## src/hw/rtl/gregorian_date_step_compare_assert.svh

```systemverilog
// ----------------------------------------------------------------------------
// Assertion macros for the Gregorian date stepper
// Shared concurrent assertion forms, clocked on clk_i and disabled in reset.
// ----------------------------------------------------------------------------
`ifndef GREGORIAN_DATE_STEP_COMPARE_ASSERT_SVH
`define GREGORIAN_DATE_STEP_COMPARE_ASSERT_SVH

`ifndef ASSERT_OFF

// The consequent must hold in the same cycle as the antecedent.
`define GDSC_ASSERT_SAME(lbl, ante, cons, msg) \
  lbl: assert property (@(posedge clk_i) disable iff (!rst_ni) (ante) |-> (cons)) \
    else $error(msg);

// The consequent must hold in the cycle after the antecedent.
`define GDSC_ASSERT_NEXT(lbl, ante, cons, msg) \
  lbl: assert property (@(posedge clk_i) disable iff (!rst_ni) (ante) |=> (cons)) \
    else $error(msg);

`else

`define GDSC_ASSERT_SAME(lbl, ante, cons, msg)
`define GDSC_ASSERT_NEXT(lbl, ante, cons, msg)

`endif

`endif

```

## src/hw/rtl/gdsc_pkg.sv

```systemverilog
// ----------------------------------------------------------------------------
// gdsc_pkg
// Types, constants and calendar helpers of the Gregorian date stepper.
// ----------------------------------------------------------------------------
package gdsc_pkg;

  localparam int unsigned YEAR_BITS = 16;

  typedef logic [YEAR_BITS-1:0] year_t;
  typedef logic [4:0]           day_t;
  typedef logic [3:0]           month_t;
  typedef logic [1:0]           order_t;

  // Result codes of the date ordering.
  localparam order_t ORDER_EQUAL   = 2'd0;
  localparam order_t ORDER_EARLIER = 2'd1;
  localparam order_t ORDER_LATER   = 2'd2;

  localparam month_t MONTH_JAN = 4'd1;
  localparam month_t MONTH_FEB = 4'd2;
  localparam month_t MONTH_DEC = 4'd12;
  localparam day_t   DAY_FIRST = 5'd1;
  localparam day_t   DAY_LAST_DEC = 5'd31;

  // A century year is a multiple of 4 and of this odd factor.
  localparam logic [63:0] CenturyFactor = 64'd25;

  // Inverse of an odd number modulo 2^64 by Newton iteration (elaboration only).
  function automatic logic [63:0] odd_inverse(input logic [63:0] a);
    logic [63:0] x;
    x = a;
    for (int i = 0; i < 6; i++) begin
      x = x * (64'd2 - a * x);
    end
    return x;
  endfunction

  // Exact divisibility test: y is a multiple of the factor iff y times the
  // inverse, modulo 2^YEAR_BITS, does not exceed the largest year / factor.
  localparam logic [63:0] YEAR_MAX_W    = (64'd1 << YEAR_BITS) - 64'd1;
  localparam year_t       CENTURY_INV   = year_t'(odd_inverse(CenturyFactor));
  localparam year_t       CENTURY_LIMIT = year_t'(YEAR_MAX_W / CenturyFactor);

  // One date as carried through the pipeline.
  typedef struct packed {
    day_t   day;
    month_t month;
    year_t  year;
  } date_t;

  // One finished result.
  typedef struct packed {
    logic   valid_res;
    day_t   next_day;
    month_t next_month;
    year_t  next_year;
    day_t   prev_day;
    month_t prev_month;
    year_t  prev_year;
    order_t order;
  } result_t;

  // Length of a month; codes outside 1 to 12 have no days.
  function automatic day_t month_days(input month_t m, input logic leap);
    day_t len;
    unique case (m)
      4'd1, 4'd3, 4'd5, 4'd7, 4'd8, 4'd10, 4'd12: len = 5'd31;
      4'd4, 4'd6, 4'd9, 4'd11:                    len = 5'd30;
      4'd2:                                       len = leap ? 5'd29 : 5'd28;
      default:                                    len = 5'd0;
    endcase
    return len;
  endfunction

endpackage

```

## src/hw/rtl/gdsc_calc.sv

```systemverilog
// ----------------------------------------------------------------------------
// gdsc_calc
// Combinational date logic: validity, next day, previous day and ordering.
// ----------------------------------------------------------------------------
module gdsc_calc import gdsc_pkg::*; (
  input  date_t   date_i,
  input  date_t   other_i,
  output result_t result_o
);

  year_t  century_test;
  logic   div4;
  logic   div16;
  logic   div_century;
  logic   leap;
  day_t   dim;
  month_t pm_dec;
  logic   valid;

  // Leap year: multiple of 4 and not of 100, or multiple of 400.
  assign century_test = year_t'(date_i.year * CENTURY_INV);
  assign div4         = (date_i.year[1:0] == 2'b00);
  assign div16        = (date_i.year[3:0] == 4'b0000);
  assign div_century  = (century_test <= CENTURY_LIMIT);
  assign leap         = div4 && (!div_century || div16);

  assign dim    = month_days(date_i.month, leap);
  assign pm_dec = date_i.month - 4'd1;
  assign valid  = (date_i.month >= MONTH_JAN) && (date_i.month <= MONTH_DEC) &&
                  (date_i.day >= DAY_FIRST) && (date_i.day <= dim);

  // Following and preceding day, with month and year rollover.
  always_comb begin
    result_o            = '0;
    result_o.valid_res  = valid;
    if (valid) begin
      result_o.next_day   = date_i.day;
      result_o.next_month = date_i.month;
      result_o.next_year  = date_i.year;
      if (date_i.day < dim) begin
        result_o.next_day = date_i.day + 5'd1;
      end else begin
        result_o.next_day = DAY_FIRST;
        if (date_i.month < MONTH_DEC) begin
          result_o.next_month = date_i.month + 4'd1;
        end else begin
          result_o.next_month = MONTH_JAN;
          result_o.next_year  = date_i.year + year_t'(1);
        end
      end

      result_o.prev_day   = date_i.day;
      result_o.prev_month = date_i.month;
      result_o.prev_year  = date_i.year;
      priority if (date_i.day > DAY_FIRST) begin
        result_o.prev_day = date_i.day - 5'd1;
      end else if (date_i.month > MONTH_JAN) begin
        result_o.prev_month = pm_dec;
        result_o.prev_day   = month_days(pm_dec, leap);
      end else begin
        result_o.prev_year  = date_i.year - year_t'(1);
        result_o.prev_month = MONTH_DEC;
        result_o.prev_day   = DAY_LAST_DEC;
      end
    end

    // Ordering on the raw fields: year, then month, then day.
    priority if (date_i.year != other_i.year) begin
      result_o.order = (date_i.year < other_i.year) ? ORDER_EARLIER : ORDER_LATER;
    end else if (date_i.month != other_i.month) begin
      result_o.order = (date_i.month < other_i.month) ? ORDER_EARLIER : ORDER_LATER;
    end else if (date_i.day != other_i.day) begin
      result_o.order = (date_i.day < other_i.day) ? ORDER_EARLIER : ORDER_LATER;
    end else begin
      result_o.order = ORDER_EQUAL;
    end
  end

endmodule

```

## src/hw/rtl/gregorian_date_step_compare.sv

```systemverilog
// An accepted item is registered in the input register and then in the result
// register, from which the receiver takes it.
// Throughput: one item per cycle while the output is not stalled; an item enters
// the input register and the date logic then feeds the result register.
// A stall holds a full result register, and the input register too when both are full.
// Reset clears the two valid flags; the payload registers are not reset.
// ----------------------------------------------------------------------------
// gregorian_date_step_compare
// Two-stage Gregorian date stepper: next day, previous day and ordering.
// ----------------------------------------------------------------------------
`include "gregorian_date_step_compare_assert.svh"

module gregorian_date_step_compare import gdsc_pkg::*; (
  input  logic   clk_i,
  input  logic   rst_ni,
  input  logic   valid_i,
  output logic   stall_o,
  input  day_t   day_i,
  input  month_t month_i,
  input  year_t  year_i,
  input  day_t   other_day_i,
  input  month_t other_month_i,
  input  year_t  other_year_i,
  output logic   valid_o,
  input  logic   stall_i,
  output logic   valid_res_o,
  output day_t   next_day_o,
  output month_t next_month_o,
  output year_t  next_year_o,
  output day_t   prev_day_o,
  output month_t prev_month_o,
  output year_t  prev_year_o,
  output order_t order_o
);

  logic    s1_valid_q;
  date_t   s1_date_q;
  date_t   s1_other_q;
  logic    out_valid_q;
  result_t out_q;
  result_t calc_res;
  logic    advance;
  logic    s1_load;

  // The result register moves whenever it is empty or being taken.
  assign advance = !(out_valid_q && stall_i);
  assign s1_load = !s1_valid_q || advance;
  assign stall_o = !s1_load;

  gdsc_calc u_calc (
    .date_i   (s1_date_q),
    .other_i  (s1_other_q),
    .result_o (calc_res)
  );

  // Valid flags of both stages.
  always_ff @(posedge clk_i or negedge rst_ni) begin
    if (!rst_ni) begin
      s1_valid_q  <= 1'b0;
      out_valid_q <= 1'b0;
    end else begin
      if (s1_load) begin
        s1_valid_q <= valid_i;
      end
      if (advance) begin
        out_valid_q <= s1_valid_q;
      end
    end
  end

  // Payload registers.
  always_ff @(posedge clk_i) begin
    if (s1_load && valid_i) begin
      s1_date_q  <= '{day: day_i, month: month_i, year: year_i};
      s1_other_q <= '{day: other_day_i, month: other_month_i, year: other_year_i};
    end
    if (advance && s1_valid_q) begin
      out_q <= calc_res;
    end
  end

  assign valid_o      = out_valid_q;
  assign valid_res_o  = out_q.valid_res;
  assign next_day_o   = out_q.next_day;
  assign next_month_o = out_q.next_month;
  assign next_year_o  = out_q.next_year;
  assign prev_day_o   = out_q.prev_day;
  assign prev_month_o = out_q.prev_month;
  assign prev_year_o  = out_q.prev_year;
  assign order_o      = out_q.order;

  // A filled input stage reaches the output when the pipeline moves.
  `GDSC_ASSERT_NEXT(a_stage_moves, advance && s1_valid_q, valid_o, "input stage item was lost")

  // A valid date steps to real months on both sides.
  `GDSC_ASSERT_SAME(a_month_range, valid_o && valid_res_o,
    next_month_o >= MONTH_JAN && next_month_o <= MONTH_DEC &&
    prev_month_o >= MONTH_JAN && prev_month_o <= MONTH_DEC, "stepped month out of range")

  // An invalid date carries zero neighbors.
  `GDSC_ASSERT_SAME(a_invalid_zero, valid_o && !valid_res_o,
    next_day_o == '0 && next_month_o == '0 && next_year_o == '0 &&
    prev_day_o == '0 && prev_month_o == '0 && prev_year_o == '0, "invalid date not zeroed")

  // Away from a year boundary both neighbors share the year.
  `GDSC_ASSERT_SAME(a_same_year, valid_o && valid_res_o && next_month_o != MONTH_JAN &&
    prev_month_o != MONTH_DEC, next_year_o == prev_year_o, "year changed mid-year")

  // The stall is raised only while both stages are full.
  `GDSC_ASSERT_SAME(a_stall_full, stall_o, s1_valid_q && out_valid_q, "stall with room left")

endmodule

```

## config.mk

```make
export PLATFORM = sky130hd
export DESIGN_NAME = gregorian_date_step_compare
export DESIGN_NICKNAME = d
export VERILOG_FILES = /design/src/hw/rtl/gdsc_pkg.sv /design/src/hw/rtl/gdsc_calc.sv /design/src/hw/rtl/gregorian_date_step_compare.sv
export VERILOG_INCLUDE_DIRS = /design/src /design/src/hw/rtl
export SDC_FILE = /design/constraint.sdc
export NUM_CORES = 1
export LEC_CHECK = 0
export BUFFER_PORTS_ARGS = -buffer_cell sky130_fd_sc_hd__buf_4
export CORE_MARGIN = 5
export CORE_UTILIZATION = 50
export DETAILED_ROUTE_END_ITERATION = 10
export GPL_ROUTABILITY_DRIVEN = 0
export PLACE_DENSITY_LB_ADDON = 0.08
export SLEW_MARGIN = 20
export SYNTH_ARGS = -nofsm -noshare
export SYNTH_HDL_FRONTEND = slang
export SYNTH_SLANG_ARGS = --single-unit
```

## constraint.sdc

```tcl
create_clock -name clk_i -period 6.2 [get_ports clk_i]
set_clock_uncertainty 0.15 [all_clocks]
set_input_delay 1.24 -clock clk_i [delete_from_list [all_inputs] [get_ports clk_i]]
set_output_delay 1.24 -clock clk_i [all_outputs]
set_load 0.02 [all_outputs]
```

# Word-level counts from Yosys, hierarchy flattened
# Cells that the tools add are included.
[totals]
reg_bits = 105
[op_classes]
n_addsub = 6
n_mul = 1
n_lt_le_gt_ge = 12
eq_ne = 27
muxes = 17
n_reduce_logical = 20
[op_table]
columns = ["op", "count"]
rows = [
  ["4-bit equality test, second input constant", 10],
  ["20-bit 2-to-1 mux", 2],
  ["4-bit by 3-bit equality test with 1-bit output, second input constant", 8],
  ["16-bit 2-to-1 mux", 2],
  ["5-bit one-hot mux with 3 select lines", 2],
  ["16-bit by 1-bit adder with 16-bit output, second input constant", 1],
  ["4-bit by 2-bit equality test with 1-bit output, second input constant", 4],
  ["16-bit by 12-bit <= comparator with 1-bit output, second input constant", 1],
  ["16-bit < comparator", 1],
  ["16-bit by 15-bit multiplier with 16-bit output, second input constant", 1],
  ["16-bit != test", 1],
  ["16-bit by 1-bit subtractor with 16-bit output, second input constant", 1],
  ["7-bit OR reduction", 2],
  ["2-bit 2-to-1 mux", 6],
  ["5-bit < comparator", 2],
  ["9-bit 2-to-1 mux", 1],
  ["4-bit by 1-bit equality test with 1-bit output, second input constant", 2],
  ["4-bit OR reduction", 2],
  ["1-bit logical AND", 7],
  ["5-bit by 1-bit adder with 5-bit output, second input constant", 1],
  ["5-bit by 1-bit >= comparator with 1-bit output, second input constant", 1],
  ["5-bit by 1-bit greater-than comparator with 1-bit output, second input constant", 1],
  ["5-bit <= comparator", 1],
  ["5-bit 2-to-1 mux", 1],
  ["other kinds (17)", 22],
]

# Depth between registers and ports, before layout
# Gate-level depths: netlist (run 1).
[logic_depth]
word_depth = 10
ltp_mapped = 27

# Modules after synthesis
# From an unflattened synthesis (run 1), not the netlist that was laid out.
[unflattened]
hier_cells = 628
area_unflattened_um2 = 7086.8
[by_module_without_submodules]
columns = ["mod", "instances", "cells_each", "area_each_um2", "seq_area_each_um2"]
rows = [
  ["gdsc_calc", 1, 517, 3901.2, 0.0],
  ["gregorian_date_step_compare", 1, 111, 3185.6, 3143.0],
]

# Least setup slack after synthesis (run 1)
# OpenSTA, ideal clock, no wires.
[synth_timing]
kind = "register to register"
startpoint = "reg s1_date_q[2] (netlist bit)"
endpoint = "reg out_q (netlist bit next_year_o[13]) (data pin)"
setup_ps = 254
arrival_time_ps = 5542
setup_slack_ps = 254
path_stages_with_launch = 26
path_buffers = 1
synth_period_minus_slack_ps = 5946
path_cell_list = "edfxtp_1 > inv_1 > ha_1 > ha_1 > inv_1 > fa_1 > fa_1 > inv_1 > fa_1 > ha_1 > ha_1 > or3_1 > o21bai_2 > xor2_1 > nand4_1 > o31ai_1 > o22ai_1 > ha_1 > nor2b_1 > o21a_1 > o311a_4 > and4_1 > buf_6 > nand4_1 > xnor2_1 > nor2_1"
[synth_via]
elab_chain_cells = 9
[synth_rtl]
columns = ["item", "line", "rtl"]
rows = [
  ["start: declaration", "gregorian_date_step_compare.sv:37", "date_t s1_date_q;"],
  ["start signal: assignment", "gregorian_date_step_compare.sv:74", "s1_date_q <= '{day: day_i, month: month_i, year: year_i};"],
  ["16-bit by 15-bit multiplier with 16-bit output", "gdsc_calc.sv:21", "assign century_test = year_t'(date_i.year * CENTURY_INV);"],
  ["16-bit by 12-bit <= comparator with 1-bit output", "gdsc_calc.sv:24", "assign div_century = (century_test <= CENTURY_LIMIT);"],
  ["1-bit zero test", "gdsc_calc.sv:25", "assign leap = div4 && (!div_century || div16);"],
  ["1-bit logical OR", "gdsc_calc.sv:25", ""],
  ["1-bit logical AND", "gdsc_calc.sv:25", ""],
  ["1-bit 2-to-1 mux", "gdsc_pkg.sv:69", "4'd2: len = leap ? 5'd29 : 5'd28;"],
  ["5-bit one-hot mux with 3 select lines", "gdsc_pkg.sv:66", "unique case (m)"],
  ["5-bit < comparator / 5-bit <= comparator (equally long branches)", "gdsc_calc.sv:40, gdsc_calc.sv:30", ""],
  ["20-bit 2-to-1 mux / 1-bit logical AND (equally long branches)", "gdsc_calc.sv:40, gdsc_calc.sv:30", ""],
  ["end signal: assignment", "gregorian_date_step_compare.sv:78", "out_q <= calc_res;"],
  ["end: declaration", "gregorian_date_step_compare.sv:40", "result_t out_q;"],
]
# Several ways; a longest one is shown, not always the timed one.
# A chain may end at the register's enable or synchronous reset.

# Final worst setup path (run 1)
[layout_timing]
startpoint = "reg s1_date_q[7] (netlist bit)"
endpoint = "reg out_q (netlist bit next_year_o[11]) (data pin)"
# Same word-level chain as after synthesis.

==> impl_metrics.json, run 1 <==
{
  "crit_family": "adder cells",
  "yosys_warnings": 0,
  "fmax_mhz": 165,
  "synth_most_common_cell": "ha_1",
  "die_w_um": 130,
  "ys_types": 58,
  "route.detailed.drc": 0,
  "synth_area_leaders": "edfxtp_1, ha_1, fa_1, xnor2_1, inv_1",
  "finalCriticalPeriod_ns": 6.05,
  "synth_edf_count": 103,
  "yosysSeqAreaShare_pct": 44.0,
  "synth_area_per_cell_um2": 11.4,
  "grt_pass1_vias": 5110,
  "crit_slowest_cell": "fa_1",
  "crit_top_cell": "ha_1",
  "hold_buffers": 0,
  "period_share_pct": 97.6,
  "antenna_found_initial": 0,
  "stdcell_area_um2": 8900,
  "first_iter_violations": 298,
  "crit_start": "s1_date_q[7]",
  "grtUsageTotal_pct": 20.3,
  "port_buffers": 108,
  "grt_setup_unrepaired": "true",
  "grt-ovfl-total": 0,
  "clkLatencyLatePin_ns": 0.36,
  "critPathCaptureType": "register",
  "hold_class": "register to register",
  "synth_top_area_cell": "edfxtp_1",
  "grt_pass1_wl_um": 26100,
  "critPathMaxStageDelay_ns": 0.50,
  "min_from": "s1_valid_q",
  "layout-drive-gt1-share_pct": 27.1,
  "diodes": 0,
  "nets": 932,
  "ys_ff_latch": 105,
  "areaGrowthSynthToFinish_pct": 24.6,
  "hpwlAfterDp_um": 12700,
  "syn_inst": 624,
  "cts_max_level": 3,
  "die_height_um": 130,
  "cts_sinks": 105,
  "outcome": "completed",
  "hold_viol_final": 0,
  "cts.clk_slew.worst_paths_ns": 0.07,
  "p_leak_nw": 3.85,
  "clock_path_buffers": 2,
  "critPathLaunchType": "register",
  "place_area_um2": 8270,
  "setup_viol_count_final": 0,
  "vdd_ir_drop_max_mv": 0.169,
  "routedWlPerCell_um": 17.8,
  "viasPerCell": 5.38,
  "r2r-start": "s1_date_q[7]",
  "cts_tree": "built",
  "worst-path-max-fanout": 6,
  "power_density_nw_per_um2": 308,
  "cp_num_buf_inv": 2,
  "cp_cell_sequence": "ha_1, inv_1, fa_1, inv_1, ha_1, ha_4, fa_1, ha_1, ha_4, or3_1, a21oi_1, o21bai_4, xor2_1, nand4_1, o31ai_2, o22ai_1, ha_2, nor2b_1, o21a_1, o311a_4, and4_4, nand4_1, xnor2_1, nor2_1",
  "cts_buffers": 9,
  "num_io_pins": 109,
  "synth.top_cell.area_share_pct": 43.3,
  "cts-root-buf": "clkbuf_16",
  "whs_ns": 0.337,
  "tightest_slew_ns": 0.711,
  "final_util_pct": 63.8,
  "wirelength_um": 16700,
  "nFillCells": 1101,
  "multiInputGateArea_um2": 3830,
  "initial_core_util_pct": 51.3,
  "synth_common_cells": "ha_1, edfxtp_1, inv_1, nor2_1, xnor2_1",
  "synthArstFlopShare_pct": 1.90,
  "die-area_um2": 16800,
  "crit_type": "register to register",
  "slew_violations": 0,
  "max_cap_viol_count": 0,
  "via_count": 5049,
  "ant_nets": 0,
  "relSlewSlack_pct": 52.6,
  "dr.pass1.iters": 5,
  "netlist_area_um2": 7140,
  "cp_data_arrival_time_ns": 6.00,
  "coreArea_um2": 13900,
  "ys.flop_type": "edfxtp_1",
  "required_ns": 6.15,
  "register_area_um2": 3140,
  "rows": 43,
  "grt_max_degree": 54,
  "synth_nets": 802
}
-- state kept, by name (all words and copies together), names as in the netlist --
register      count
next_day_o        5
next_month_o      4
next_year_o      16
order_o           2
prev_day_o        5
prev_month_o      4
prev_year_o      16
s1_date_q        25
s1_other_q       25
s1_valid_q        1
valid_o           1
valid_res_o       1
-- final timing paths --
kind	endpoint	slack [ns]	depth (start not counted)
setup / recovery	next_year_o[11]	0.15	24
hold / removal	valid_o	0.34	1
setup reg to reg	next_year_o[11]	0.15	24
hold reg to reg	valid_o	0.34	1
max in group asynchronous	s1_valid_q	5.32	1
min in group asynchronous	valid_o	0.50	1
-- through the flow --
step | power (mW) | cells | worst slack [ns] | setup TNS (ns)
after floorplan | 1.59 | 624 | 0.254 | 0
final | 2.74 | 939 | 0.149 | 0
after global routing | 2.90 | 939 | -0.0913 | -0.320
after CTS | 2.54 | 934 | 0.0598 | 0
after detailed placement | 1.88 | 918 | 0.0917 | 0
after global placement | 1.86 | 918 | 0.171 | 0
-- kinds of logic (layout without fill, tap and decap cells) --
logic type      after synthesis  count (layout)  synth area share (%)
flops                       105             105                  44.0
simple gates                157             157                  11.5
xor+xnor                     52              52                  6.38
compound gates               87              87                  8.34
fa+ha+maj                   124             124                  23.6
mux                           2               2                 0.280
buf+inv                      97             232                  5.83
-- layout make-up --
cell class,instances,area share [%]
multi-input combinational,422,43.1
sequential,105,35.3
timing repair buffer,137,11.8
inverter,79,3.33
clock buffer,10,2.69
tap,180,2.53
clock inverter,6,1.27
-- placed cells by master, fill, tap and decap left out, types with 15 or more instances in the layout --
cell / count
xor2_1: 15
xnor2_1: 34
buf_4: 134
fa_1: 16
inv_1: 71
nand2_1: 24
nor2_1: 55
edfxtp_1: 103
a21oi_1: 21
ha_1: 91
-- routing by layer --
layer / global-route usage, % / part of all wire (%) / vias up
met3: 3.34 / 7.1 / 28
met4: 7.33 / 2.7 / 0
met2: 32.7 / 46 / 194
li1: - / - / 2455
met1: 27.9 / 44 / 2372
met5: 0 / 0 / -
-- what timing repair did --
action | CTS | global route
buffers inserted | 0 | 5
setup endpoints to repair | 0 | 46
resized for setup | 0 | 43
-- power by group --
group          internal (mW)  switching [mW]  leakage [nW]
clock                  0.407           0.256         0.173
combinational          0.564           0.613          2.65
sequential             0.870          0.0342          1.03
Power figures use the tool's default switching activity.
==> run 2: changes to the inputs <==
--- a/config.mk
+++ b/config.mk
@@ -7,7 +7,7 @@
 export NUM_CORES = 1
 export LEC_CHECK = 0
 export BUFFER_PORTS_ARGS = -buffer_cell sky130_fd_sc_hd__buf_4
-export CORE_MARGIN = 5
+export CORE_MARGIN = 3
 export CORE_UTILIZATION = 50
 export DETAILED_ROUTE_END_ITERATION = 10
 export GPL_ROUTABILITY_DRIVEN = 0
@@ -15,4 +15,5 @@
 export SLEW_MARGIN = 20
 export SYNTH_ARGS = -nofsm -noshare
 export SYNTH_HDL_FRONTEND = slang
+export SYNTH_HIERARCHICAL = 1
 export SYNTH_SLANG_ARGS = --single-unit
==> run 2 against run 1 <==
- fmax rose by 2.2%
- routed wire length down 4.3%
- critical path depth did not move
- final cell count shrank 0.21%
- synthesized cell count increased by 0.64%
- via count decreased by 0.71%
- design area fell by 3.2%
- sequential power about the same
- total power decreased by 8.4%
- setup slack improved by 0.13 ns
- die area is 6.8% lower
- critical path type unchanged
==> impl_metrics.json, run 2 <==
{
  "grtUsageTotal_pct": 21.3,
  "netlist_area_um2": 7090,
  "vdd_ir_drop_max_mv": 0.182,
  "grtUsageMet2_pct": 34.1,
  "r2r-start": "s1_date_q[2]",
  "initial_core_util_pct": 52.3,
  "cts_max_level": 3,
  "grtUsageMet3_pct": 3.58,
  "synth_edf_count": 103,
  "stdcell_area_um2": 8610,
  "grt_max_degree": 54,
  "rows": 42,
  "grt_pass1_vias": 5112,
  "cts_buffers": 9,
  "antenna_found_initial": 0,
  "fmax_mhz": 169,
  "wirelength_um": 16000,
  "finalCriticalPeriod_ns": 5.92,
  "crit_type": "register to register",
  "mostFrequentLayoutCells": "buf_4, ha_1, edfxtp_1, inv_1, nor2_1",
  "cts-root-buf": "clkbuf_16",
  "ys.flop_type": "edfxtp_1",
  "cts.clk_slew.worst_paths_ns": 0.07,
  "setup_slack_ns": 0.277,
  "nets": 934,
  "yosysSeqAreaShare_pct": 44.4,
  "hold_class": "register to register",
  "min_path_cells": 1,
  "setup_viol_count_final": 0,
  "num_io_pins": 109,
  "hold_end": "valid_o",
  "relSlewSlack_pct": 55.6,
  "min_from": "s1_valid_q",
  "max_cap_viol_count": 0,
  "synth_common_cells": "ha_1, edfxtp_1, inv_1, nor2_1, xnor2_1",
  "synth.top_cell.area_share_pct": 43.6,
  "total_power_mw": 2.51,
  "routedWlPerCell_um": 17.1,
  "period_share_pct": 95.5,
  "critPathCaptureType": "register",
  "grt-ovfl-total": 0,
  "reg_top3": "s1_date_q (25), s1_other_q (25)",
  "p_sw_mw": 0.862,
  "r2r_cells": 24,
  "synth_nets": 806,
  "clock_path_buffers": 2,
  "outcome": "completed",
  "synth_area_per_cell_um2": 11.3,
  "p_int_mw": 1.65,
  "busiest_layer": "met2",
  "ys_types": 57,
  "final_util_pct": 63.5,
  "route.detailed.drc": 0,
  "via_count": 5013,
  "syn_inst": 628,
  "grt_use_met1_pct": 29.7,
  "cp_data_arrival_time_ns": 5.88,
  "die_height_um": 125,
  "die_w_um": 125,
  "cts_sinks": 105,
  "power_frac_seq_pct": 36.0,
  "layout-drive-gt1-share_pct": 22.5,
  "r2r_slack_ns": 0.28,
  "synth_area_leaders": "edfxtp_1, ha_1, fa_1, xnor2_1, inv_1",
  "place_ws_ns": 0.0706,
  "viasPerCell": 5.35,
  "ys_ff_latch": 105,
  "hold_viol_final": 0,
  "place_area_um2": 8220,
  "cts_tree": "built",
  "slew_violations": 0,
  "areaGrowthSynthToFinish_pct": 21.5,
  "diodes": 0,
  "dr.pass1.iters": 5,
  "power_density_nw_per_um2": 292,
  "first_iter_violations": 479,
  "port_buffers": 108,
  "die-area_um2": 15600,
  "p_sw_share_pct": 34.3,
  "synth_most_common_cell": "ha_1",
  "reg2reg_to": "next_year_o[10]",
  "required_ns": 6.15,
  "ant_nets": 0,
  "combPwrFrac_pct": 40.8,
  "clkLatencyLatePin_ns": 0.36,
  "hpwlAfterDp_um": 12500,
  "critPathLaunchType": "register",
  "synthArstFlopShare_pct": 1.90,
  "tightest_slew_ns": 0.662,
  "coreArea_um2": 13600,
  "grt_pass1_wl_um": 26600,
  "p_leak_nw": 3.84,
  "pwr-share-clk_pct": 23.2,
  "yosys_warnings": 6,
  "worst-path-max-fanout": 6,
  "layout_commonest_cell": "buf_4",
  "hold_buffers": 0,
  "synth_top_area_cell": "edfxtp_1"
}
-- run 2: cells by family after synthesis --
group | Yosys count | share of synthesized area, %
buffers and inverters | 98 | 5.37
adder cells (fa/ha/maj) | 124 | 23.8
AO/OA/AOI/OAI | 92 | 8.33
flip-flops | 105 | 44.4
AND/OR/NAND/NOR | 156 | 11.5
XOR/XNOR | 50 | 6.18
multiplexers | 3 | 0.441
-- run 2: routing by layer --
metal	vias to the layer above	routed length [µm]
met3	18	901
met1	2375	7420
met2	165	7480
met4	0	197
li1	2455	-
met5	-	0
-- run 2: through the flow --
step | std cells | setup TNS, ns | hold WS (ns)
floorplan | 628 | 0 | 0.317
global placement | 916 | 0 | 0.337
finish | 937 | 0 | 0.382
detailed placement | 916 | 0 | 0.375
global route | 937 | -0.530 | 0.401
CTS | 932 | 0 | 0.392
-- run 2: layout make-up --
| cell class | instances | area, µm² |
|---|---|---|
| fillers | 1100 | 4950 |
| inverters | 80 | 300 |
| clock inverters | 6 | 75.1 |
| repair buffers | 135 | 1020 |
| well taps | 176 | 220 |
| clock buffers | 10 | 229 |
| flip-flops and latches | 105 | 3140 |
| multi-input cells | 425 | 3620 |
-- run 2: critical path, cell delays in order (launching register included) --
cell      delay, ns
edfxtp_1       0.43
buf_4          0.19
ha_1           0.33
ha_1           0.30
inv_1          0.06
fa_1           0.52
fa_1           0.54
inv_1          0.05
fa_1           0.56
ha_4           0.15
xor2_1         0.20
xnor2_1        0.17
xnor2_1        0.13
xnor2_1        0.25
a21oi_1        0.09
nor3_1         0.20
o21ai_1        0.09
ha_1           0.18
nor2b_1        0.10
o21ai_1        0.10
a21oi_2        0.23
and3_2         0.30
nand4_1        0.13
xor2_1         0.15
nor2_1         0.05
-- run 2: repair_timing --
item / 4_1_cts / 5_1_grt
buffers inserted: 0 / 5
endpoints found under the setup margin: 0 / 41
gates resized for setup: 0 / 11
-- run 2: how the worst max path moves through the flow --
stage / start / endpoint / depth (start not counted)
2_1_floorplan: s1_date_q[2] / next_day_o[2] / 25
3_3_place_gp: s1_date_q[2] / next_year_o[13] / 26
4_1_cts: s1_date_q[2] / next_year_o[13] / 26
3_5_place_dp: s1_date_q[2] / next_year_o[13] / 26
6_report: s1_date_q[2] / next_year_o[10] / 24
5_1_grt: s1_date_q[2] / next_year_o[14] / 25
-- run 2: power by group through the flow --
stage               Sequential [mW]  Clock [mW]  Combinational, mW
floorplan                     0.976           0              0.617
global placement              0.921           0              0.912
detailed placement            0.924           0              0.946
CTS                           0.908       0.595              0.955
global route                  0.913       0.630               1.16
finish                        0.905       0.584               1.03
==> run 3: changes to the inputs <==
--- a/config.mk
+++ b/config.mk
@@ -6,9 +6,11 @@
 export SDC_FILE = /design/constraint.sdc
 export NUM_CORES = 1
 export LEC_CHECK = 0
+export ABC_CLOCK_PERIOD_IN_PS = 6200
 export BUFFER_PORTS_ARGS = -buffer_cell sky130_fd_sc_hd__buf_4
 export CORE_MARGIN = 3
-export CORE_UTILIZATION = 50
+export CORE_UTILIZATION = 40
+export CTS_BUF_LIST = sky130_fd_sc_hd__clkbuf_16
 export DETAILED_ROUTE_END_ITERATION = 10
 export GPL_ROUTABILITY_DRIVEN = 0
 export PLACE_DENSITY_LB_ADDON = 0.08
==> run 3 against run 2 <==
- non-clock buffer count rose by 1
- flip-flop and latch count did not move
- total power rose by 4.2%
- routed wire length rose by 6.6%
- setup slack improved by 0.060 ns
- clock power rose by 2%
- global-route usage fell by 3.4 points
- largest power group unchanged
- highest routed layer unchanged
==> impl_metrics.json, run 3 (synthesis gave the netlist of run 2 again) <==
{
  "power_density_nw_per_um2": 300,
  "num_io_pins": 109,
  "place_ws_ns": 0.0928,
  "crit_type": "register to register",
  "areaGrowthSynthToFinish_pct": 23.4,
  "crit_slowest_cell": "edfxtp_1",
  "nFillCells": 1595,
  "cts_tree": "built",
  "period_share_pct": 94.6,
  "grt_pass1_wl_um": 27400,
  "dr.pass1.iters": 6,
  "rows": 48,
  "die_w_um": 139,
  "finalCriticalPeriod_ns": 5.86,
  "cp_num_buf_inv": 3,
  "slew_violations": 0,
  "hold_viol_final": 0,
  "cts_sinks": 105,
  "setup_slack_ns": 0.338,
  "vdd_ir_drop_max_mv": 0.186,
  "critPathCaptureType": "register",
  "grt-ovfl-total": 0,
  "pwr-share-clk_pct": 22.7,
  "cts_buffers": 9,
  "wirelength_um": 17100,
  "relSlewSlack_pct": 54.4,
  "p_sw_mw": 0.914,
  "mostFrequentLayoutCells": "buf_4, edfxtp_1, ha_1, inv_1, nor2_1",
  "power_frac_seq_pct": 34.6,
  "coreArea_um2": 17300,
  "layout-drive-gt1-share_pct": 24.0,
  "viasPerCell": 5.12,
  "nets": 935,
  "finalSetupTns_ns": 0,
  "p_sw_share_pct": 34.9,
  "layout_commonest_cell": "buf_4",
  "antenna_found_initial": 0,
  "cp_data_arrival_time_ns": 5.82,
  "initial_core_util_pct": 41.0,
  "critPathLaunchType": "register",
  "port_buffers": 108,
  "max_cap_viol_count": 0,
  "hold_class": "register to register",
  "outcome": "completed",
  "reg_top3": "s1_date_q (25), s1_other_q (25)",
  "ant_nets": 0,
  "fmax_mhz": 171,
  "final_util_pct": 50.6,
  "p_leak_nw": 3.85,
  "die_height_um": 139,
  "crit_top_cell": "ha_1",
  "cts.clk_slew.worst_paths_ns": 0.08,
  "tightest_slew_ns": 0.683,
  "crit_family": "adder cells",
  "grtUsageTotal_pct": 17.9,
  "hpwlAfterDp_um": 13400,
  "p_int_mw": 1.71,
  "setup_viol_count_final": 0,
  "required_ns": 6.15,
  "grt_max_degree": 54,
  "route.detailed.drc": 0,
  "critPathMaxStageDelay_ns": 0.49,
  "cts-root-buf": "clkbuf_16",
  "die-area_um2": 19400,
  "worst-path-max-fanout": 6,
  "cts_max_level": 3,
  "via_count": 5051,
  "clock_path_buffers": 2,
  "first_iter_violations": 213,
  "routedWlPerCell_um": 17.3,
  "grt_pass1_vias": 5224,
  "clkLatencyLatePin_ns": 0.35,
  "diodes": 0,
  "combPwrFrac_pct": 42.6
}
==> run 3: cell types whose count changed in the layout (fill, tap and decap cells not counted), sizes merged <==
cell	previous run	this run
clkinv	1	0
clkbuf	10	9
inv	83	84
buf	135	136
clkinvlp	1	2
==> run 3: final timing paths <==
path,from,to,slack [ns],depth (start not counted)
setup / recovery,s1_date_q[8],next_year_o[10],0.34,25
hold / removal,s1_valid_q,valid_o,0.37,1
setup reg to reg,s1_date_q[8],next_year_o[10],0.34,25
hold reg to reg,s1_valid_q,valid_o,0.37,1
max in group asynchronous,rst_ni,valid_o,5.31,1
min in group asynchronous,rst_ni,s1_valid_q,0.50,1
==> run 3: routing by layer <==
metal	track usage, %	vias up	wire length [µm]
li1	-	2458	-
met1	25.2	2390	8050
met2	27.8	170	7680
met3	3.21	33	879
met4	6.49	0	448
met5	0	-	0
==> run 3: timing repair <==
| action | in CTS | in global routing |
|---|---|---|
| endpoints found under the setup margin | 0 | 44 |
| hold buffers | 0 | 0 |
| buffers inserted | 0 | 3 |
| gates resized for setup | 0 | 21 |
==> run 3: worst reg2reg max path, stage by stage (launching register included) <==
cell and delay (ns):
edfxtp_1 0.49, ha_4 0.32, inv_1 0.05, fa_1 0.49, inv_1 0.06, ha_1 0.29
ha_1 0.32, fa_1 0.49, ha_1 0.31, ha_1 0.33, o21a_1 0.12, o31a_1 0.12
o31a_1 0.28, o21ai_2 0.13, a21oi_1 0.10, nor3_2 0.19, o21ai_1 0.09, ha_1 0.18
nor2b_1 0.13, o21ai_2 0.09, a21oi_2 0.15, buf_6 0.14, and3_2 0.26, nand4_1 0.13
xor2_1 0.14, nor2_1 0.05
==> run 3: power groups by stage <==
stage	registers [mW]	clock network [mW]	logic [mW]
floorplan	0.976	0	0.617
global placement	0.923	0	0.957
detailed placement	0.925	0	0.979
CTS	0.909	0.610	0.984
global route	0.915	0.647	1.25
finish	0.907	0.596	1.12
==> run 3: per-stage QoR <==
stage / cell area [µm²] / instances / power [mW] / hold WS [ns]
global placement: 8300 / 968 / 1.88 / 0.334
CTS: 8610 / 984 / 2.50 / 0.374
finish: 8740 / 987 / 2.62 / 0.369
floorplan: 7090 / 628 / 1.59 / 0.317
global route: 8740 / 987 / 2.81 / 0.387
detailed placement: 8300 / 968 / 1.90 / 0.358
==> run 3: area by class of cell <==
cell class	count	area [µm²]	area share, %
Clock inverter	7	82.6	0.944
Inverter	80	300	3.43
Tap cell	225	282	3.22
Sequential cell	105	3140	35.9
Timing Repair Buffer	136	1030	11.8
Clock buffer	9	225	2.58
Multi-Input combinational cell	425	3680	42.1
